`config.mk`:
```
export PLATFORM = sky130hd
export DESIGN_NAME = srgc_lane
export DESIGN_NICKNAME = d
export VERILOG_FILES = /design/src/hw/rtl/srgc_pkg.sv /design/src/hw/rtl/srgc_lane.sv
export SDC_FILE = /design/constraint.sdc
export NUM_CORES = 2
export LEC_CHECK = 0
export ABC_AREA = 1
export BUFFER_PORTS_ARGS = -buffer_cell sky130_fd_sc_hd__buf_2
export CORE_MARGIN = 8
export CORE_UTILIZATION = 35
export DETAILED_ROUTE_END_ITERATION = 16
export GPL_TIMING_DRIVEN = 0
export SLEW_MARGIN = 20
export SYNTH_ARGS = -nofsm -noshare
export SYNTH_HDL_FRONTEND = slang
export SYNTH_SLANG_ARGS = --single-unit
```
`constraint.sdc`:
```
create_clock -name clk_i -period 4.2 [get_ports clk_i]
set_input_delay 0.42 -clock clk_i [delete_from_list [all_inputs] [get_ports clk_i]]
set_output_delay 0.42 -clock clk_i [all_outputs]
set_load 0.01 [all_outputs]
```
`src/hw/rtl/srgc_pkg.sv`:
```
`timescale 1ns / 1ps
`default_nettype none
// ----------------------------------------------------------------------------
// srgc_pkg
// Shared types and constants of the stereo ramp gain / crossfade unit.
// ----------------------------------------------------------------------------
package srgc_pkg;

  // Fixed formats
  localparam int SAMPLE_W   = 24;                      // Q4.20 samples
  localparam int GAIN_W     = 18;                      // Q2.16 gains
  localparam int GAIN_FRAC  = 16;
  localparam int FRAMES_W   = 13;
  localparam int MODE_W     = 2;
  localparam int MAX_FRAMES = 4096;
  localparam int IDX_W      = 12;                      // run position
  localparam int STEP_W     = GAIN_W + 1;              // signed ramp step
  localparam int FADE_W     = GAIN_FRAC + 1;           // mix step, up to 1.0
  localparam int FADE_ONE   = 2 ** GAIN_FRAC;
  localparam int COEF_W     = GAIN_W;                  // unsigned lane coefficient

  // Lane arithmetic
  localparam int PROD_W     = SAMPLE_W + COEF_W + 1;
  localparam int SUM_W      = PROD_W + 1;
  localparam int RND_W      = SUM_W - GAIN_FRAC;
  localparam int ACC_W      = RND_W + 1;
  localparam int ROUND_HALF = 2 ** (GAIN_FRAC - 1);

  // Divider
  localparam int DIV_W      = GAIN_W;
  localparam int DIV_STEPS  = DIV_W;
  localparam int DIV_CNT_W  = $clog2(DIV_STEPS + 1);

  // Configuration port
  localparam int PADDR_W    = 4;
  localparam int PDATA_W    = 32;

  typedef enum logic [MODE_W-1:0] {
    MODE_COPY     = 2'd0,
    MODE_ADD      = 2'd1,
    MODE_FADE_OUT = 2'd2,
    MODE_FADE_IN  = 2'd3
  } mode_e;

  typedef enum logic [1:0] {
    REG_GAIN_START = 2'd0,
    REG_GAIN_END   = 2'd1,
    REG_FRAMES     = 2'd2,
    REG_MODE       = 2'd3
  } reg_idx_e;

  typedef struct packed {
    logic signed [SAMPLE_W-1:0] src_left;
    logic signed [SAMPLE_W-1:0] src_right;
    logic signed [SAMPLE_W-1:0] dest_left;
    logic signed [SAMPLE_W-1:0] dest_right;
  } in_t;

  typedef struct packed {
    logic signed [SAMPLE_W-1:0] out_left;
    logic signed [SAMPLE_W-1:0] out_right;
    logic                       saturated;
  } out_t;

  typedef struct packed {
    logic [COEF_W-1:0] src_coef;
    logic [COEF_W-1:0] dest_coef;
  } coef_t;

  typedef struct packed {
    logic start;
    logic take;
    logic add_dest;
  } lane_ctl_t;

  typedef struct packed {
    logic signed [SAMPLE_W-1:0] sample;
    logic                       sat;
  } lane_res_t;

endpackage
`default_nettype wire

```
`src/hw/rtl/srgc_lane.sv`:
```
`timescale 1ns / 1ps
`default_nettype none
// ----------------------------------------------------------------------------
// srgc_lane
// One channel: two products, rounded sum, optional destination add, clamp.
// ----------------------------------------------------------------------------
module srgc_lane (
  input  logic                                 clk_i,
  input  logic                                 rst_ni,
  input  srgc_pkg::lane_ctl_t                  ctl_i,
  input  logic signed [srgc_pkg::SAMPLE_W-1:0] src_i,
  input  logic signed [srgc_pkg::SAMPLE_W-1:0] dest_i,
  input  srgc_pkg::coef_t                      coef_i,
  output logic                                 valid_o,
  output srgc_pkg::lane_res_t                  res_o
);
  import srgc_pkg::*;

  logic signed [COEF_W:0]     src_coef;
  logic signed [COEF_W:0]     dest_coef;
  logic signed [PROD_W-1:0]   p_src;
  logic signed [PROD_W-1:0]   p_dst;
  logic signed [SUM_W-1:0]    sum;
  logic signed [RND_W-1:0]    rnd_d;
  logic signed [ACC_W-1:0]    dest_term;
  logic signed [ACC_W-1:0]    acc;
  logic                       ovf;
  logic signed [SAMPLE_W-1:0] clamped;

  logic                       v1_q, v2_q, valid_q;
  logic signed [PROD_W-1:0]   p_src_q, p_dst_q;
  logic signed [SAMPLE_W-1:0] dest1_q, dest2_q;
  logic                       add1_q, add2_q;
  logic signed [RND_W-1:0]    rnd_q;
  lane_res_t                  res_q;

  always_comb begin
    src_coef  = $signed({1'b0, coef_i.src_coef});
    dest_coef = $signed({1'b0, coef_i.dest_coef});
    p_src     = src_i * src_coef;
    p_dst     = dest_i * dest_coef;
    // round half up, then drop the fraction
    sum       = SUM_W'(p_src_q) + SUM_W'(p_dst_q) + SUM_W'(ROUND_HALF);
    rnd_d     = RND_W'(sum >>> GAIN_FRAC);
    dest_term = add2_q ? ACC_W'(dest2_q) : ACC_W'(0);
    acc       = ACC_W'(rnd_q) + dest_term;
    ovf       = !((&acc[ACC_W-1:SAMPLE_W-1]) || !(|acc[ACC_W-1:SAMPLE_W-1]));
    if (!ovf) begin
      clamped = acc[SAMPLE_W-1:0];
    end else if (acc[ACC_W-1]) begin
      clamped = {1'b1, {(SAMPLE_W-1){1'b0}}};
    end else begin
      clamped = {1'b0, {(SAMPLE_W-1){1'b1}}};
    end
  end

  always_ff @(posedge clk_i or negedge rst_ni) begin
    if (!rst_ni) begin
      v1_q    <= 1'b0;
      v2_q    <= 1'b0;
      valid_q <= 1'b0;
    end else begin
      v1_q <= ctl_i.start;
      v2_q <= v1_q;
      if (v2_q) begin
        valid_q <= 1'b1;
      end else if (ctl_i.take) begin
        valid_q <= 1'b0;
      end
    end
  end

  always_ff @(posedge clk_i) begin
    if (ctl_i.start) begin
      p_src_q <= p_src;
      p_dst_q <= p_dst;
      dest1_q <= dest_i;
      add1_q  <= ctl_i.add_dest;
    end
    if (v1_q) begin
      rnd_q   <= rnd_d;
      dest2_q <= dest1_q;
      add2_q  <= add1_q;
    end
    if (v2_q) begin
      res_q.sample <= clamped;
      res_q.sat    <= ovf;
    end
  end

  assign valid_o = valid_q;
  assign res_o   = res_q;

endmodule
`default_nettype wire

```
; ---- Yosys cells after proc, flatten, opt, wreduce, memory -nomap -nowiden
; Cells that the tools add are included.
[word_totals]
out_inout_bits = 26
reg_bits = 192
[op_classes]
reduce_logical = 6
n_addsub = 3
n_mux = 5
n_mul = 2
[op_table]
columns = cell, count
row1 = multiplier 24 x 19 -> 43 bit, 2
row2 = two-way mux 24 bit, 2
row3 = adder 43 x 43 -> 44 bit, 1
row4 = "adder 44 x 17 -> 44 bit, second input constant", 1
row5 = adder 28 x 29 -> 29 bit, 1
row6 = two-way mux 29 bit, 1
row7 = AND reduction 6 bit, 1
row8 = OR reduction 6 bit, 1
row9 = zero test 1 bit, 2
row10 = two-way mux 1 bit, 2
row11 = nonzero test 2 bit, 1
row12 = logical OR 1 bit, 1

; ---- Logic depth before layout (Yosys ltp)
[depth]
ltp_word = 6
mapped_depth = 27

; ---- Least setup slack after synthesis
; Ideal clock, no wire load.
[synth_path]
kind = input -> register
from = input port dest_i[23] (netlist name)
to = register p_dst_q[38], data pin
path_buffers = 2
setup_time_ns = 0.260
arrival_ns = 5.842
cell_stages = 20
slack_ns = -1.901
path_cell_list = clkbuf_1 > buf_1 > nand2_1 > fa_1 > fa_1 > fa_1 > inv_1 > fa_1 > fa_1 > inv_1 > fa_1 > inv_1 > ha_1 > nand2_1 > nor2_1 > inv_1 > nor4_1 > nand4_1 > nand3_1 > xor2_1
[synth_between]
elab_chain_len = 1
[synth_lines]
columns = element, line
row1 = "start, declared", srgc_lane.sv:12  ; input logic signed [srgc_pkg::SAMPLE_W-1:0] dest_i,
row2 = multiplier 24 x 19 -> 43 bit, srgc_lane.sv:41  ; p_dst = dest_i * dest_coef;
row3 = named net p_dst[38], srgc_lane.sv:22  ; logic signed [PROD_W-1:0] p_dst;
row4 = "end signal, assigned", srgc_lane.sv:76  ; p_dst_q <= p_dst;
row5 = "end, declared", srgc_lane.sv:31  ; logic signed [PROD_W-1:0] p_src_q, p_dst_q;
; The timed path passes the listed nets, and every way through them passes these cells.
; A chain may end at the register's enable or synchronous reset.

; ---- Worst setup path in the final report
[layout_path]
from = input port coef_i[5] (netlist name)
to = register p_dst_q[41], data pin
[layout_between]
elab_chain_len = 1
[layout_lines]
columns = element, line
row1 = "start, declared", srgc_lane.sv:13  ; input srgc_pkg::coef_t coef_i,
row2 = multiplier 24 x 19 -> 43 bit, srgc_lane.sv:41
row3 = named net p_dst[41], srgc_lane.sv:22
; The timed path passes the listed nets, and every way through them passes these cells.

==> results.json <==
{
  "status": "finished, violations left",
  "failed_checks": "negative setup slack",
  "slew_violations": 0,
  "setup_ws_ns": -1.17,
  "yosysMostFrequentCell": "inv_1",
  "worst_slew_pin_slew_ns": 0.994,
  "track_usage_pct": 19.9,
  "design.die.area_mm2": 0.140,
  "crit_path_end_kind": "flip-flop",
  "synthTopCellsByCount": "inv_1, nand2_1, fa_1",
  "slowest_delay_ns": 0.53,
  "crit_slowest_cell": "fa_1",
  "crit_arrival_ns": 5.61,
  "ios": 115,
  "cts_made_buffers": 17,
  "crit_fanout": 7,
  "drt_iter0_markers": 3085,
  "grt_pass1_wl_um": 218000,
  "hp-class": "primary input to flip-flop",
  "routed-via-count": 37151,
  "path_clk_slew_ns": 0.07,
  "insertion_delay_ns": 0.48,
  "netlist_area_mm2": 0.0448,
  "synth-edff-count": 189,
  "synth_seq_cells": 192,
  "synth_largest_area_cell": "fa_1",
  "hpwl_um": 114000,
  "synthTopCellsByArea": "fa_1, inv_1, edfxtp_1",
  "overflow": 0,
  "reg2reg_slack_ns": 0.93,
  "synth_ff_type": "edfxtp_1",
  "syn_to_final_growth_pct": 30.3,
  "synth.avg_cell_area_um2": 7.95,
  "fp.dieH_um": 374,
  "min_period_ns": 5.37,
  "syn_nets": 6913,
  "wl_per_cell_um": 18.3,
  "dp.cells": 7386,
  "path_buf_inv": 8,
  "via_per_inst": 4.78,
  "setup_violations": 71,
  "slew_headroom_pct": 33.7,
  "cts_buffer_depth": 2,
  "synth_top_area_share_pct": 38.4,
  "final_net_count": 7373,
  "finalNonFillerCells": 7769,
  "place_ws_ns": -2.64,
  "core_area_mm2": 0.127,
  "fmax_ghz": 0.186,
  "cts_root_buffer": "clkbuf_16",
  "antenna_found_initial": 1,
  "max-cap-violations": 0,
  "cp-start-kind": "primary input",
  "critPathTopFamily": "adder cells",
  "drt_pre_antenna_iters": 6,
  "rows": 131,
  "cp_data_required_time_ns": 4.43,
  "yosysSeqAreaShare_pct": 12.8,
  "hold_viol_final": 0,
  "path_cells": "buf_12 > clkbuf_16 > buf_12 > nand2_4 > inv_2 > fa_1 > inv_2 > fa_2 > fa_1 > fa_1 > inv_2 > fa_1 > inv_2 > fa_1 > inv_2 > ha_4 > a21o_1 > a21oi_4 > a21boi_2 > o21ai_2 > nand3_2 > nand2_1 > nand2_1 > xor2_1",
  "criticalPathCategory": "primary input to flip-flop",
  "synth_cell_types": 40,
  "ys_warn_count": 0,
  "wl_um": 142000,
  "syn_inst": 5632,
  "grt_pass1_vias": 38989,
  "grt_max_degree": 60,
  "finClkSkew_ns": 0.0138,
  "die_w_um": 374,
  "drc": 0,
  "async_flop_share_pct": 1.56,
  "htreeDepth": 4,
  "fin_crit_sh_pct": 128,
  "io_buffers": 90,
  "drive_above_1_share_pct": 24.6,
  "ant_nets": 0,
  "fillers": 12034,
  "grt_setup_unrepaired": "true",
  "cts_tree": "done",
  "gp_congestion": 0.958,
  "cts.sinks": 192,
  "start_util_pct": 35.2
}
## flip-flops by register name (all words and copies together), names as in the netlist
name	cells
dest1_q	24
res_o	25
add2_q	1
add1_q	1
dest2_q	24
p_dst_q	43
valid_o	1
v1_q	1
v2_q	1
p_src_q	43
rnd_q	28
## layout by cell type (no fill, tap or decap), drive strengths merged, types with 32 or more instances in the layout
cell / synthesis / routed
o21ai: 96 / 96
fa: 859 / 859
nand3: 94 / 94
edfxtp: 189 / 189
clkbuf: 152 / 135
a31oi: 32 / 32
xor2: 88 / 88
nand2: 1399 / 1399
a21oi: 162 / 162
nor2: 194 / 194
xnor2: 45 / 45
ha: 333 / 333
inv: 1842 / 1849
buf: 22 / 496
## layer usage
layer  global-route usage (%)  wire, µm  share of wire (%)
met5                        0         0                  0
met4                     5.66      4490                3.2
met3                     2.98      9820                6.9
met2                     33.8     69100                 49
met1                     26.3     58800                 41
## final cells by class
class / instances / area [µm²] / share of cell area [%]
flip-flops and latches: 192 / 5750 / 9.86
clock buffers: 17 / 425 / 0.729
clock inverters: 15 / 161 / 0.277
well taps: 1662 / 2080 / 3.56
repair buffers: 459 / 4510 / 7.73
diodes: 2 / 5.00 / 0.00858
plain buffers: 156 / 2830 / 4.86
multi-input cells: 3424 / 35600 / 61.1
inverters: 1842 / 6960 / 11.9
## metrics by stage
stage | hold WS [ns] | cell area, µm² | utilization, % | setup TNS, ns
floorplan | 0.124 | 47100 | - | -59.53
global placement | 0.214 | 49600 | 39.0 | -134.14
detailed placement | 0.216 | 49700 | 39.1 | -135.42
CTS | 0.0708 | 56000 | 44.0 | -53.67
global route | 0.0942 | 58300 | 45.9 | -67.67
finish | 0.121 | 58300 | 45.9 | -60.88
## cells by family after synthesis
group	share of synthesized area [%]
AO/OA/AOI/OAI	4.61
flip-flops	12.8
AND/OR/NAND/NOR	15.2
adder cells (fa/ha/maj)	47.7
buffers and inverters	17.0
XOR/XNOR	2.60
## final timing paths
check | startpoint | end | depth (start not counted)
worst max-delay path | coef_i[5] | p_dst_q[41]$_DFFE_PP_ | 24
max in group asynchronous | rst_ni | v1_q$_DFF_PN0_ | 2
worst min-delay path | ctl_i[0] | add1_q$_DFFE_PP_ | 1
worst max register to register | p_src_q[25]$_DFFE_PP_ | rnd_q[27]$_DFFE_PP_ | 11
worst min register to register | dest1_q[1]$_DFFE_PP_ | dest2_q[1]$_DFFE_PP_ | 0
min in group asynchronous | rst_ni | v2_q$_DFF_PN0_ | 2
## what timing repair did
item	CTS	global route
setup buffers	240	116
hold endpoints to repair	3	0
endpoints found under the setup margin	73	72
resized for setup	880	494
pin swaps	364	397
gates cloned	11	7
hold buffers	1	0
## worst register-to-register path, delay by kind of cell (launching register included)
family | cells | cell delay [ns]
AO/OA/AOI/OAI | 1 | 0.59
XOR/XNOR | 1 | 0.30
adder cells (fa/ha/maj) | 2 | 0.77
buffers and inverters | 1 | 0.10
flip-flops | 1 | 0.42
AND/OR/NAND/NOR | 6 | 0.87
Power is left out: the tool's default activity adds up to more than one toggle a clock period on the data nets, which glitch-free logic cannot reach.
