**config.mk**
```make
export PLATFORM = sky130hd
export DESIGN_NAME = srgc_div
export DESIGN_NICKNAME = d
export VERILOG_FILES = /design/src/hw/rtl/srgc_pkg.sv /design/src/hw/rtl/srgc_div.sv
export SDC_FILE = /design/constraint.sdc
export NUM_CORES = 1
export LEC_CHECK = 0
export BUFFER_PORTS_ARGS = -buffer_cell sky130_fd_sc_hd__buf_2
export CORE_UTILIZATION = 36
export DETAILED_ROUTE_END_ITERATION = 10
export PLACE_DENSITY_LB_ADDON = 0.25
export SLEW_MARGIN = 10
export SYNTH_ARGS = -nofsm -noshare
export SYNTH_HDL_FRONTEND = slang
export SYNTH_SLANG_ARGS = --single-unit
```
**constraint.sdc**
```tcl
create_clock -name clk_i -period 2.2 [get_ports clk_i]
set_input_delay 0 -clock clk_i [delete_from_list [all_inputs] [get_ports clk_i]]
set_output_delay 0 -clock clk_i [all_outputs]
set_load 0.01 [all_outputs]
```
**src/hw/rtl/srgc_pkg.sv**
```systemverilog
`timescale 1ns / 1ps
`default_nettype none
// ----------------------------------------------------------------------------
// srgc_pkg
// Shared types and constants of the stereo ramp gain / crossfade unit.
// ----------------------------------------------------------------------------
package srgc_pkg;

  // Fixed formats
  localparam int SAMPLE_W   = 24;                      // Q4.20 samples
  localparam int GAIN_W     = 18;                      // Q2.16 gains
  localparam int GAIN_FRAC  = 16;
  localparam int FRAMES_W   = 13;
  localparam int MODE_W     = 2;
  localparam int MAX_FRAMES = 4096;
  localparam int IDX_W      = 12;                      // run position
  localparam int STEP_W     = GAIN_W + 1;              // signed ramp step
  localparam int FADE_W     = GAIN_FRAC + 1;           // mix step, up to 1.0
  localparam int FADE_ONE   = 2 ** GAIN_FRAC;
  localparam int COEF_W     = GAIN_W;                  // unsigned lane coefficient

  // Lane arithmetic
  localparam int PROD_W     = SAMPLE_W + COEF_W + 1;
  localparam int SUM_W      = PROD_W + 1;
  localparam int RND_W      = SUM_W - GAIN_FRAC;
  localparam int ACC_W      = RND_W + 1;
  localparam int ROUND_HALF = 2 ** (GAIN_FRAC - 1);

  // Divider
  localparam int DIV_W      = GAIN_W;
  localparam int DIV_STEPS  = DIV_W;
  localparam int DIV_CNT_W  = $clog2(DIV_STEPS + 1);

  // Configuration port
  localparam int PADDR_W    = 4;
  localparam int PDATA_W    = 32;

  typedef enum logic [MODE_W-1:0] {
    MODE_COPY     = 2'd0,
    MODE_ADD      = 2'd1,
    MODE_FADE_OUT = 2'd2,
    MODE_FADE_IN  = 2'd3
  } mode_e;

  typedef enum logic [1:0] {
    REG_GAIN_START = 2'd0,
    REG_GAIN_END   = 2'd1,
    REG_FRAMES     = 2'd2,
    REG_MODE       = 2'd3
  } reg_idx_e;

  typedef struct packed {
    logic signed [SAMPLE_W-1:0] src_left;
    logic signed [SAMPLE_W-1:0] src_right;
    logic signed [SAMPLE_W-1:0] dest_left;
    logic signed [SAMPLE_W-1:0] dest_right;
  } in_t;

  typedef struct packed {
    logic signed [SAMPLE_W-1:0] out_left;
    logic signed [SAMPLE_W-1:0] out_right;
    logic                       saturated;
  } out_t;

  typedef struct packed {
    logic [COEF_W-1:0] src_coef;
    logic [COEF_W-1:0] dest_coef;
  } coef_t;

  typedef struct packed {
    logic start;
    logic take;
    logic add_dest;
  } lane_ctl_t;

  typedef struct packed {
    logic signed [SAMPLE_W-1:0] sample;
    logic                       sat;
  } lane_res_t;

endpackage
`default_nettype wire

```
**src/hw/rtl/srgc_div.sv**
```systemverilog
`timescale 1ns / 1ps
`default_nettype none
// ----------------------------------------------------------------------------
// srgc_div
// Restoring unsigned divider, one quotient bit per cycle.
// ----------------------------------------------------------------------------
module srgc_div (
  input  logic                          clk_i,
  input  logic                          rst_ni,
  input  logic                          start_i,
  input  logic [srgc_pkg::DIV_W-1:0]    dividend_i,
  input  logic [srgc_pkg::FRAMES_W-1:0] divisor_i,
  output logic                          done_o,
  output logic [srgc_pkg::DIV_W-1:0]    quotient_o
);
  import srgc_pkg::*;

  logic                 busy_q;
  logic                 done_q;
  logic [DIV_CNT_W-1:0] cnt_q;
  logic [FRAMES_W-1:0]  rem_q;
  logic [DIV_W-1:0]     quo_q;
  logic [FRAMES_W:0]    trial;
  logic                 fits;
  logic [FRAMES_W-1:0]  rem_d;

  always_comb begin
    trial = {rem_q, quo_q[DIV_W-1]};
    fits  = (trial >= {1'b0, divisor_i});
    rem_d = fits ? FRAMES_W'(trial - {1'b0, divisor_i}) : trial[FRAMES_W-1:0];
  end

  always_ff @(posedge clk_i or negedge rst_ni) begin
    if (!rst_ni) begin
      busy_q <= 1'b0;
      done_q <= 1'b0;
      cnt_q  <= '0;
    end else begin
      done_q <= 1'b0;
      if (start_i) begin
        busy_q <= 1'b1;
        cnt_q  <= DIV_CNT_W'(DIV_STEPS);
      end else if (busy_q) begin
        cnt_q <= cnt_q - DIV_CNT_W'(1);
        if (cnt_q == DIV_CNT_W'(1)) begin
          busy_q <= 1'b0;
          done_q <= 1'b1;
        end
      end
    end
  end

  always_ff @(posedge clk_i) begin
    if (start_i) begin
      rem_q <= '0;
      quo_q <= dividend_i;
    end else if (busy_q) begin
      rem_q <= rem_d;
      quo_q <= {quo_q[DIV_W-2:0], fits};
    end
  end

  assign done_o     = done_q;
  assign quotient_o = quo_q;

endmodule
`default_nettype wire

```
# Word level (Yosys, flattened, before mapping)
# Cells that the tools add are included.
# word_totals
mem_count	0
latch_bits	0
ram_bits	0
ff_bits	38
input_bits	34
word_cells	21
output_inout_bits	19
romBits	0
# classes
n_shift	0
reduce_logical	1
mul	0
bitwise	0
mux	11
magnitude_cmp	1
n_div	0
add_sub_neg	2
eq_ne	1
# op_table
operator	count
18-bit 2-to-1 mux	2
14-bit by 13-bit >= comparator with 1-bit output	1
13-bit 2-to-1 mux	1
13-bit subtractor	1
5-bit 2-to-1 mux	2
1-bit 2-to-1 mux	6
5-bit by 1-bit equality test with 1-bit output, second input constant	1
5-bit by 1-bit subtractor with 5-bit output, second input constant	1
2-bit nonzero test	1

# Logic depth before layout (Yosys ltp)
# Gate-level depths: netlist of run 1.
# depth
word_depth	4
depth_mapped	10
mapped_depth_nobuf	9

# Worst setup path after synthesis of run 1
# OpenSTA, ideal clock, no wires.
# synth_path
path_kind	register to register
start	reg quo_q[17], in the netlist quotient_o[17]
end	reg rem_q[10]
t_arrival_ns	2.236
synth_period_minus_slack_ns	2.324
path_stages_with_launch	10
slack_ns	-0.124
t_required_ns	2.112
n_path_buf	0
setup_time_ns	0.088
cell_sequence	edfxtp_1 > inv_1 > ha_1 > fa_1 > nor2b_4 > o31a_1 > o31ai_4 > a21o_2 > a221o_1 > a311oi_2
# synth_via
elab_chain_cells	2
word_cells_on_any_way	3
classes_between	add/sub (1); order compare (1); mux (1)
# synth_rtl
element	line	rtl
start: declaration	srgc_div.sv:22	logic [DIV_W-1:0] quo_q;
start signal: assignment	srgc_div.sv:56	quo_q <= dividend_i;
start signal: assignment	srgc_div.sv:59	quo_q <= {quo_q[DIV_W-2:0], fits};
13-bit subtractor or 14-bit by 13-bit >= comparator with 1-bit output (tied branches)	srgc_div.sv:30, srgc_div.sv:29	
13-bit 2-to-1 mux *	srgc_div.sv:30	rem_d = fits ? FRAMES_W'(trial - {1'b0, divisor_i}) : trial[FRAMES_W-1:0];
end signal: assignment	srgc_div.sv:58	rem_q <= rem_d;
end: declaration	srgc_div.sv:21	logic [FRAMES_W-1:0] rem_q;
# Every way passes the cells marked *; elsewhere a longest branch is shown, timed or not.
# A chain may end at the register's enable or synchronous reset.

# Worst setup path after layout of run 1
# layout_path
start	reg quo_q[17], in the netlist quotient_o[17]
end	reg rem_q[5]
# The elaborated chain is that of the path after synthesis.

==> results of run 1 <==
==> cells in the final DEF, fill, tap and decap left out, drive strengths merged, types with 10 or more instances in the layout <==
master | netlist | layout
nand2 | 12 | 12
nor2 | 20 | 20
dfxtp | 13 | 13
edfxtp | 18 | 18
a21oi | 12 | 12
buf | 4 | 74
mux2 | 19 | 19
nand3 | 11 | 11
ha | 15 | 15
a311oi | 10 | 10
o21ai | 14 | 14
inv | 18 | 18
==> state kept, by name, indices dropped and copies added (netlist names) <==
name        count
quotient_o     18
done_o          1
cnt_q           5
rem_q          13
busy_q          1
==> stage by stage <==
step / TNS, ps / area (sq um) / std cells
CTS: -294.5 / 3112 / 402
global placement: -46.64 / 2907 / 385
finish: -480.1 / 3177 / 403
floorplan: -134.6 / 2464 / 250
global route: -2308 / 3177 / 403
detailed placement: -152.2 / 2907 / 385
==> cell usage after synthesis, drive strengths merged, types with 2 or more instances <==
| library cell | number |
|---|---|
| a21o | 6 |
| a21oi | 12 |
| a311oi | 10 |
| a31oi | 5 |
| buf | 4 |
| clkbuf | 9 |
| dfrtp | 7 |
| dfxtp | 13 |
| edfxtp | 18 |
| ha | 15 |
| inv | 18 |
| mux2 | 19 |
| nand2 | 12 |
| nand2b | 4 |
| nand3 | 11 |
| nor2 | 20 |
| nor2b | 4 |
| nor3 | 6 |
| nor3b | 2 |
| o21a | 2 |
| o21ai | 14 |
| o22ai | 2 |
| o311ai | 2 |
| o31ai | 3 |
| or2 | 3 |
| xnor2 | 7 |
| xor2 | 4 |
==> area by class of cell <==
type	count	share of cell area, %
Multi-Input combinational cell	181	45.18
Clock inverter	2	0.3939
Sequential cell	38	30.72
Tap cell	77	3.033
Clock buffer	6	2.599
Inverter	18	2.127
Timing Repair Buffer	81	15.95
==> layer usage <==
metal,share of wire (%),vias to the layer above,routed length [microns]
met2,47,22,2627
met1,50,979,2763
met5,0,-,0
met3,2.0,5,110
li1,-,1065,-
met4,1.2,0,68
==> worst max path at each step <==
stage | from | to | slack (ps)
floorplan | quotient_o[17] | quotient_o[0] | -40
global placement | quotient_o[17] | rem_q[0] | -20
detailed placement | quotient_o[17] | rem_q[0] | -60
CTS | quotient_o[17] | rem_q[0] | -60
global route | quotient_o[17] | rem_q[9] | -210
finish | quotient_o[17] | rem_q[5] | -70
==> cell families (layout without fill, tap and decap cells) <==
group	after synthesis	after routing	share of synthesized area, %
adder cells (fa/ha/maj)	16	16	8.461
flip-flops	38	38	39.76
buffers and inverters	31	107	5.046
XOR/XNOR	11	11	3.924
AND/OR/NAND/NOR	71	71	15.34
AO/OA/AOI/OAI	63	63	18.35
multiplexers	20	20	9.124
==> repair_timing <==
action,in CTS,in global routing
resized for setup,6,12
setup endpoints to repair,11,14
pin swaps,5,3
cloned,0,0
setup buffers,2,1
hold buffers,7,0
hold endpoints to repair,13,0
==> power breakdown <==
part           internal [uW]  switching (uW)  total, uW
clock network            252             260        512
logic                    773             815       1590
registers                913             131       1040
==> metrics.txt, run 1 <==
outcome=complete, but fails checks; failing checks=setup timing; final setup fails=11; vias in the first global route=2,054; DIE AREA=7153 sq um; slowest stage delay, CP=390 ps; Synth area leaders=edfxtp_1 22%, dfxtp_1 11%, mux2_2 8.7%, ha_1 7.6%, dfrtp_1 7.1%; DRC viols=0; #FFs+latches synth=38; RSZ-0062 raised after global routing=yes; Mean Syn Cell Area=9.819 sq um; cts bufs inserted=5; port buffer count=52; Hold Path Sink=quotient_o[5]; DRT Pass-1 Iters=6; Routed Antenna Nets=0; Fmax=439.8 MHz; Syn Inst Count=250; TritonCTS clock tree=done; Core Util, Final=49.19%; Slew headroom=54.45%; worst skew pair latency=290 ps; Initial Util=38.01%; core area=6459 sq um; DIE HEIGHT=84.58 microns; PnR worst setup slack=-73.87 ps; syn_nets=300; Die X=84.58 microns; multi-input logic area=1435 sq um; register area share after synthesis=39.76%; fin. max-slew vios=0; Hold WS=8.976 ps; Worst EP arrival=2470 ps; GRT Total Usage=16.34%; DP Wirelength=4.065 mm; ys flop type=edfxtp_1; Placement Setup Slack=-63.43 ps; Critical Path End Type=flip-flop; Hold Violations, Final=0; Diodes inserted=0; residual overflow from global routing=0; Filler cells=636; Area growth syn-to-layout=29.41%; Slew @ Worst Pin=683.3 ps; EDFF count, synth=18; Max FO, Critical Path=7; Placer Congestion=0.7888; share of the synthesized area in the top cell type=22.02%; IO Count=53; synth warn=0; PwrDens=989.8 nW/um^2; clock skew=3.084 ps; r2r startpoint=quotient_o[17]; detailed router's first-iteration violation count=62; Reg2Reg Setup Slack=-70 ps; post-route clock period utilization=103.4%; CP top delay family=compound AO/OA/AOI/OAI gates; Synth async-reset ratio=18.42%; overall power=3144 uW; Critical Path Stages=10; H-tree levels=2; slowest cell on the critical path=edfxtp_1; GR Util met3=3.147%; min Tclk post-route=2274 ps; CP Buf/Inv Count=2; initial antenna violation count=0; Req. time, crit path=2400 ps; R2R depth=10; first-pass GRT wire length=9.342 mm; Clock Pin Slew Worst Setup and Hold Paths=80 ps; WL final=5.570 mm; met2 Usage GRT=27.42%; hold depth=2; maximum vdd drop=377.3 uV; share of post-route cells with drive strength above 1=38.96%; Hold Path Origin=dividend_i[5]; largest net degree at the start of global routing=33; vias=2,071; busiest grt layer=met2; FF-to-FF End=rem_q[5]; Netlist cell types=54; Leak Pwr=0.001413 uW; nets=375; Clock Root Buffer=clkbuf_8; Hold Path Class=input port to flip-flop; area of the mapped netlist=2455 sq um; CTS sink cnt=38; CP startpoint kind=flip-flop; CP Class=flip-flop to flip-flop; Rows=29; CTS Buffer Depth=2; crit path cell chain=inv_1, ha_2, fa_2, nor2b_4, o31a_1, o31ai_4, a21o_2, buf_6, nand3_2, a311oi_1; max_cap viols=0; grt met1 use=21.48%; wire per inst=13.82 microns; Reg area=975.9 sq um; via/cell ratio=5.139; post-synth top area cell=edfxtp_1
No activity file was read; power rests on OpenSTA's default activity.
==> run 2, diff against run 1 <==
--- a/config.mk
+++ b/config.mk
@@ -8,6 +8,7 @@
 export BUFFER_PORTS_ARGS = -buffer_cell sky130_fd_sc_hd__buf_2
 export CORE_UTILIZATION = 36
 export DETAILED_ROUTE_END_ITERATION = 10
+export GPL_ROUTABILITY_DRIVEN = 1
 export PLACE_DENSITY_LB_ADDON = 0.25
 export SLEW_MARGIN = 10
 export SYNTH_ARGS = -nofsm -noshare
==> constraint.sdc (replaced) <==
create_clock -name clk_i -period 2.9 [get_ports clk_i]
set_input_delay 0 -clock clk_i [delete_from_list [all_inputs] [get_ports clk_i]]
set_output_delay 0 -clock clk_i [all_outputs]
set_load 0.01 [all_outputs]
==> metrics.txt, run 2 (same netlist as run 1, synthesis figures left out) <==
Switching Share=35.94% (was 38.39%); H-tree levels=2 (unchanged); DIE AREA=7153 sq um (unchanged); port buffer count=52 (unchanged); Req. time, crit path=3100 ps (was 2400 ps); Leak Pwr=0.001355 uW (was 0.001413 uW); failing checks=DRC (was setup timing); PnR worst setup slack=362.2 ps (was -73.87 ps); DRT Pass-1 Iters=7 (was 6); cts bufs inserted=5 (unchanged); detailed router's first-iteration violation count=83 (was 62); fin. max-slew vios=0 (unchanged); clock skew=7.445 ps (was 3.084 ps); max_cap viols=0 (unchanged); switching power=857.1 uW (was 1207 uW); Slew headroom=44.96% (was 54.45%); r2r startpoint=quotient_o[17] (unchanged); Placement Setup Slack=391.7 ps (was -63.43 ps); Routed Antenna Nets=0 (unchanged); via/cell ratio=5.207 (was 5.139); GRT Total Usage=16.05% (was 16.34%); Hold Violations, Final=0 (unchanged); Slew @ Worst Pin=825.7 ps (was 683.3 ps); IO Count=53 (unchanged); wire per inst=13.89 microns (was 13.82 microns); R2R depth=10 (unchanged); outcome=complete, but fails checks (unchanged); Hold WS=9.541 ps (was 8.976 ps); slowest stage delay, CP=510 ps (was 390 ps); CP top delay family=compound AO/OA/AOI/OAI gates (unchanged); Internal Power=1527 uW (was 1937 uW); Clock Pin Slew Worst Setup and Hold Paths=90 ps (was 80 ps); hold depth=2 (unchanged); Clock Power Share=23.4% (was 16.3%); Reg2Reg Setup Slack=360 ps (was -70 ps); CP startpoint kind=flip-flop (unchanged); slowest cell on the critical path=or4_1 (was edfxtp_1); worst skew pair latency=300 ps (was 290 ps); RSZ-0062 raised after global routing=no (was yes); Max FO, Critical Path=6 (was 7); Largest register FFs=18 (unchanged); residual overflow from global routing=0 (unchanged); post-route clock period utilization=87.51% (was 103.4%); largest net degree at the start of global routing=44 (was 33); TritonCTS clock tree=done (unchanged); Worst EP arrival=2740 ps (was 2470 ps); leading cell type in the layout, fill and taps excluded=buf_2 (unchanged); nets=363 (was 375); Rows=29 (unchanged); core area=6459 sq um (unchanged); WL final=5.432 mm (was 5.570 mm); first-pass GRT wire length=9.183 mm (was 9.342 mm); share of post-route cells with drive strength above 1=30.57% (was 38.96%); most frequent cells in the layout=52 x buf_2, 20 x nor2_1, 19 x mux2_2, 18 x inv_1, 18 x edfxtp_1 (was 52 x buf_2, 20 x nor2_1, 19 x mux2_2, 19 x buf_4); FF-to-FF End=rem_q[0] (was rem_q[5]); postcts setup bufs=0 (was 2); DIE HEIGHT=84.58 microns (unchanged); Fmax=394.0 MHz (was 439.8 MHz); Hold Path Sink=quotient_o[1] (was quotient_o[5]); Critical Path End Type=flip-flop (unchanged); CTS Buffer Depth=2 (unchanged); final setup fails=0 (was 11); PwrDens=781.0 nW/um^2 (was 989.8 nW/um^2); sequential share of power=32.7% (was 33.2%); Comb pwr share=43.9% (was 50.5%); Initial Util=38.01% (unchanged); Hold Path Class=input port to flip-flop (unchanged); min Tclk post-route=2538 ps (was 2274 ps); vias=2,036 (was 2,071); CP Buf/Inv Count=2 (unchanged); setup tns final=0 ps (was -480.1 ps); Area growth syn-to-layout=24.36% (was 29.41%); CP Class=flip-flop to flip-flop (unchanged); CTS sink cnt=38 (unchanged); vias in the first global route=1,948 (was 2,054); Placer Congestion=0.7611 (was 0.7888); DRC viols=2 (was 0); Clock Root Buffer=clkbuf_8 (unchanged); Filler cells=620 (was 636); crit path cell chain=inv_1, ha_1, fa_1, nor2b_4, o31a_1, o31ai_4, a21oi_1, buf_4, or4_1, o311ai_1 (was inv_1, ha_2, fa_2, nor2b_4, o31a_1, o31ai_4, a21o_2, buf_6, nand3_2, a311oi_1); Hold Path Origin=dividend_i[1] (was dividend_i[5]); maximum vdd drop=287.0 uV (was 377.3 uV); initial antenna violation count=0 (unchanged); DP Wirelength=3.735 mm (was 4.065 mm); Die X=84.58 microns (unchanged); Diodes inserted=0 (unchanged)
## run 2: changes by cell type in the layout (fill, tap and decap cells not counted), moves of 3 or more
cell,delta
buf_4,-15
buf_6,-3
dlygate4sd3_1,+6
nand3_1,+5
nand3_2,-5
## run 2: power by group through the flow
| stage | combinational, uW | clock (uW) | sequential (uW) |
|---|---|---|---|
| CTS | 1040 | 569 | 779 |
| floorplan | 794 | 0 | 790 |
| finish | 1050 | 558 | 780 |
| global placement | 1020 | 0 | 787 |
| global route | 1170 | 588 | 797 |
| detailed placement | 1020 | 0 | 790 |
## run 2: worst reg2reg max path: cells and delay by family, from the launching register on
family,cells,cell delay (ps)
DFF,1,420
adders and majority gates,2,440
and+or+nand+nor,2,570
buffers and inverters,2,250
AOI/OAI and AO/OA,4,780
## run 2: worst max-delay path by stage
stage | from | endpoint | slack, ps | cells past startpoint
3_5_place_dp | quotient_o[17] | quotient_o[0] | 390 | 9
6_report | quotient_o[17] | rem_q[0] | 360 | 10
4_1_cts | quotient_o[17] | quotient_o[0] | 380 | 9
3_3_place_gp | quotient_o[17] | rem_q[10] | 470 | 9
5_1_grt | quotient_o[17] | quotient_o[0] | 270 | 9
2_1_floorplan | quotient_o[17] | rem_q[10] | 580 | 9
## run 2: what timing repair did
item | in CTS | in global routing
gates resized for setup | 0 | 0
endpoints found under the hold margin | 19 | 0
hold buffers | 13 | 0
## run 2: layout make-up
type	instances	area (sq um)	area share [%]
well taps	77	96.34	3.156
clock buffers	5	68.82	2.254
repair buffers	69	420.4	13.77
inverters	18	67.56	2.213
clock inverters	3	68.82	2.254
multi-input cells	181	1355	44.39
flip-flops and latches	38	975.9	31.97
## run 2: through the flow
step / power (uW) / instance area [sq um] / cells / utilization [%]
floorplan: 1584 / 2455 / 250 / -
global route: 2554 / 3053 / 391 / 47.27
detailed placement: 1812 / 2785 / 370 / 43.12
CTS: 2393 / 3053 / 391 / 47.27
finish: 2384 / 3053 / 391 / 47.27
global placement: 1807 / 2785 / 370 / 43.12
## run 2: layer usage
metal  up-vias  global-route usage (%)  wire length [microns]
met1       952                   20.00                   2562
li1       1048                       -                      -
met5         -                       0                      0
met3         4                   3.736                    149
met2        32                   27.35                   2663
met4         0                   5.393                     56
==> run 3, diff against run 2 <==
--- a/config.mk
+++ b/config.mk
@@ -10,6 +10,7 @@
 export DETAILED_ROUTE_END_ITERATION = 10
 export GPL_ROUTABILITY_DRIVEN = 1
 export PLACE_DENSITY_LB_ADDON = 0.25
+export REMOVE_ABC_BUFFERS = 1
 export SLEW_MARGIN = 10
 export SYNTH_ARGS = -nofsm -noshare
 export SYNTH_HDL_FRONTEND = slang
==> constraint.sdc (replaced) <==
create_clock -name clk_i -period 2.2 [get_ports clk_i]
set_input_delay 0 -clock clk_i [delete_from_list [all_inputs] [get_ports clk_i]]
set_output_delay 0 -clock clk_i [all_outputs]
set_load 0.01 [all_outputs]
==> metrics.txt, run 3 (same netlist as run 1, synthesis figures left out) <==
outcome=complete, but fails checks (unchanged); failing checks=setup timing (was DRC); r2r startpoint=quotient_o[17] (unchanged); Placed Instances=389 (was 370); Slew headroom=59.72% (was 44.96%); Hold Path Class=input port to flip-flop (unchanged); vias=2,150 (was 2,036); slowest stage delay, CP=390 ps (was 510 ps); CP startpoint kind=flip-flop (unchanged); Critical Path End Type=flip-flop (unchanged); leading cell type in the layout, fill and taps excluded=buf_2 (unchanged); Clock Power Share=21.4% (was 23.4%); DP Wirelength=4.255 mm (was 3.735 mm); PwrDens=1026 nW/um^2 (was 781.0 nW/um^2); Initial Util=38.01% (unchanged); TritonCTS clock tree=done (unchanged); Placer Congestion=0.8454 (was 0.7611); final std cells w/o fill=411 (was 391); sequential share of power=31.1% (was 32.7%); first-pass GRT wire length=10.05 mm (was 9.183 mm); Comb pwr share=47.5% (was 43.9%); Leak Pwr=0.001454 uW (was 0.001355 uW); final setup fails=11 (was 0); detailed router's first-iteration violation count=115 (was 83); R2R depth=10 (unchanged); port buffer count=52 (unchanged); DIE AREA=7153 sq um (unchanged); Die X=84.58 microns (unchanged); Hold Path Sink=quotient_o[11] (was quotient_o[1]); Switching Share=35.32% (was 35.94%); DRT Pass-1 Iters=4 (was 7); Filler cells=615 (was 620); share of post-route cells with drive strength above 1=36.83% (was 30.57%); WL final=5.908 mm (was 5.432 mm); Clock Root Buffer=clkbuf_8 (unchanged); Core Util, Final=50.06% (was 47.27%); Internal Power=2146 uW (was 1527 uW); core area=6459 sq um (unchanged); initial antenna violation count=0 (unchanged); Area growth syn-to-layout=31.70% (was 24.36%); DRC viols=0 (was 2); multi-input logic area=1381 sq um (was 1355 sq um); largest net degree at the start of global routing=28 (was 44); vias in the first global route=2,171 (was 1,948); Hold Violations, Final=0 (unchanged); Fmax=435.7 MHz (was 394.0 MHz); Req. time, crit path=2410 ps (was 3100 ps); via/cell ratio=5.231 (was 5.207); crit path cell chain=inv_1, ha_2, fa_2, nor2b_4, o31a_1, o31ai_4, buf_4, a21oi_2, a221o_1, a311oi_2 (was inv_1, ha_1, fa_1, nor2b_4, o31a_1, o31ai_4, a21oi_1, buf_4, or4_1, o311ai_1); Hold Path Origin=dividend_i[11] (was dividend_i[1]); RSZ-0062 raised after global routing=yes (was no); Reg2Reg Setup Slack=-100 ps (was 360 ps); clock skew=9.353 ps (was 7.445 ps); min Tclk post-route=2295 ps (was 2538 ps); PnR worst setup slack=-95.21 ps (was 362.2 ps); CTS sink cnt=38 (unchanged); Worst EP arrival=2500 ps (was 2740 ps); CP Buf/Inv Count=2 (unchanged); maximum vdd drop=512.1 uV (was 287.0 uV); most frequent cells in the layout=52 x buf_2, 22 x buf_4, 20 x nor2_1, 19 x mux2_2 (was 52 x buf_2, 20 x nor2_1, 19 x mux2_2, 18 x inv_1, 18 x edfxtp_1); switching power=1172 uW (was 857.1 uW); nets=383 (was 363); post-route clock period utilization=104.3% (was 87.51%); Routed Antenna Nets=0 (unchanged); GRT Total Usage=17.68% (was 16.05%); residual overflow from global routing=0 (unchanged); worst skew pair latency=300 ps (about the same); Rows=29 (unchanged); Slew @ Worst Pin=604.2 ps (was 825.7 ps); Diodes inserted=0 (unchanged); CTS Buffer Depth=2 (unchanged); FF-to-FF End=rem_q[10] (was rem_q[0]); Largest register FFs=18 (unchanged); CP top delay family=compound AO/OA/AOI/OAI gates (unchanged); hold depth=2 (unchanged); Clock Pin Slew Worst Setup and Hold Paths=80 ps (was 90 ps); H-tree levels=2 (unchanged); fin. max-slew vios=0 (unchanged); slowest cell on the critical path=edfxtp_1 (was or4_1); Max FO, Critical Path=3 (was 6); Reg area=975.9 sq um (unchanged); cts bufs inserted=5 (unchanged); IO Count=53 (unchanged); overall power=3318 uW (was 2384 uW); Placement Setup Slack=-179.9 ps (was 391.7 ps); wire per inst=14.37 microns (was 13.89 microns); max_cap viols=0 (unchanged); CP Class=flip-flop to flip-flop (unchanged); DIE HEIGHT=84.58 microns (unchanged)
-- run 3: area by class of cell --
class	instances	area share (%)
Sequential cell	38	30.19
Multi-Input combinational cell	181	42.72
Timing Repair Buffer	89	17.92
Inverter	18	2.090
Clock buffer	5	2.128
Tap cell	77	2.980
Clock inverter	3	1.974
-- run 3: what timing repair did --
action                     in CTS  in global routing
hold buffers                   12                  0
cloned                          0                  0
buffers inserted                2                  0
pin swaps                       6                  0
hold endpoints to repair       18                  0
gates resized for setup        11                  0
setup endpoints to repair      13                 14
-- run 3: stage by stage --
| step | hold WS, ps | instance area (sq um) | TNS (ps) |
|---|---|---|---|
| 5_1_grt | 4.563 | 3233 | -1905 |
| 6_report | 13.54 | 3233 | -425.7 |
| 4_1_cts | 0.8718 | 3233 | -251.9 |
| 3_3_place_gp | -156.8 | 2928 | -857.3 |
| 2_1_floorplan | -295.6 | 2399 | -3018 |
| 3_5_place_dp | -157.4 | 2928 | -1478 |
-- run 3: how the worst max path moves through the flow --
stage,start,endpoint,slack (ps),depth (start not counted)
detailed placement,quotient_o[17],rem_q[3],-180,10
CTS,quotient_o[17],rem_q[10],-90,10
finish,quotient_o[17],rem_q[10],-100,10
floorplan,quotient_o[17],rem_q[2],-270,9
global placement,quotient_o[17],rem_q[3],-120,10
global route,quotient_o[17],rem_q[10],-200,10
-- run 3: layer usage --
metal | track usage (%) | vias to the layer above | wire length (microns)
met4 | 7.858 | 0 | 154
met3 | 3.048 | 15 | 163
met1 | 23.11 | 1009 | 2818
met2 | 28.75 | 40 | 2771
li1 | - | 1086 | -
met5 | 0 | - | 0
-- run 3: power by group through the flow --
stage                     logic [uW]  clock network, uW  registers, uW
after floorplan                 1020                  0           1040
after global placement          1510                  0           1040
after detailed placement        1520                  0           1040
after CTS                       1570                728           1030
after global routing            1750                746           1050
final                           1580                709           1030
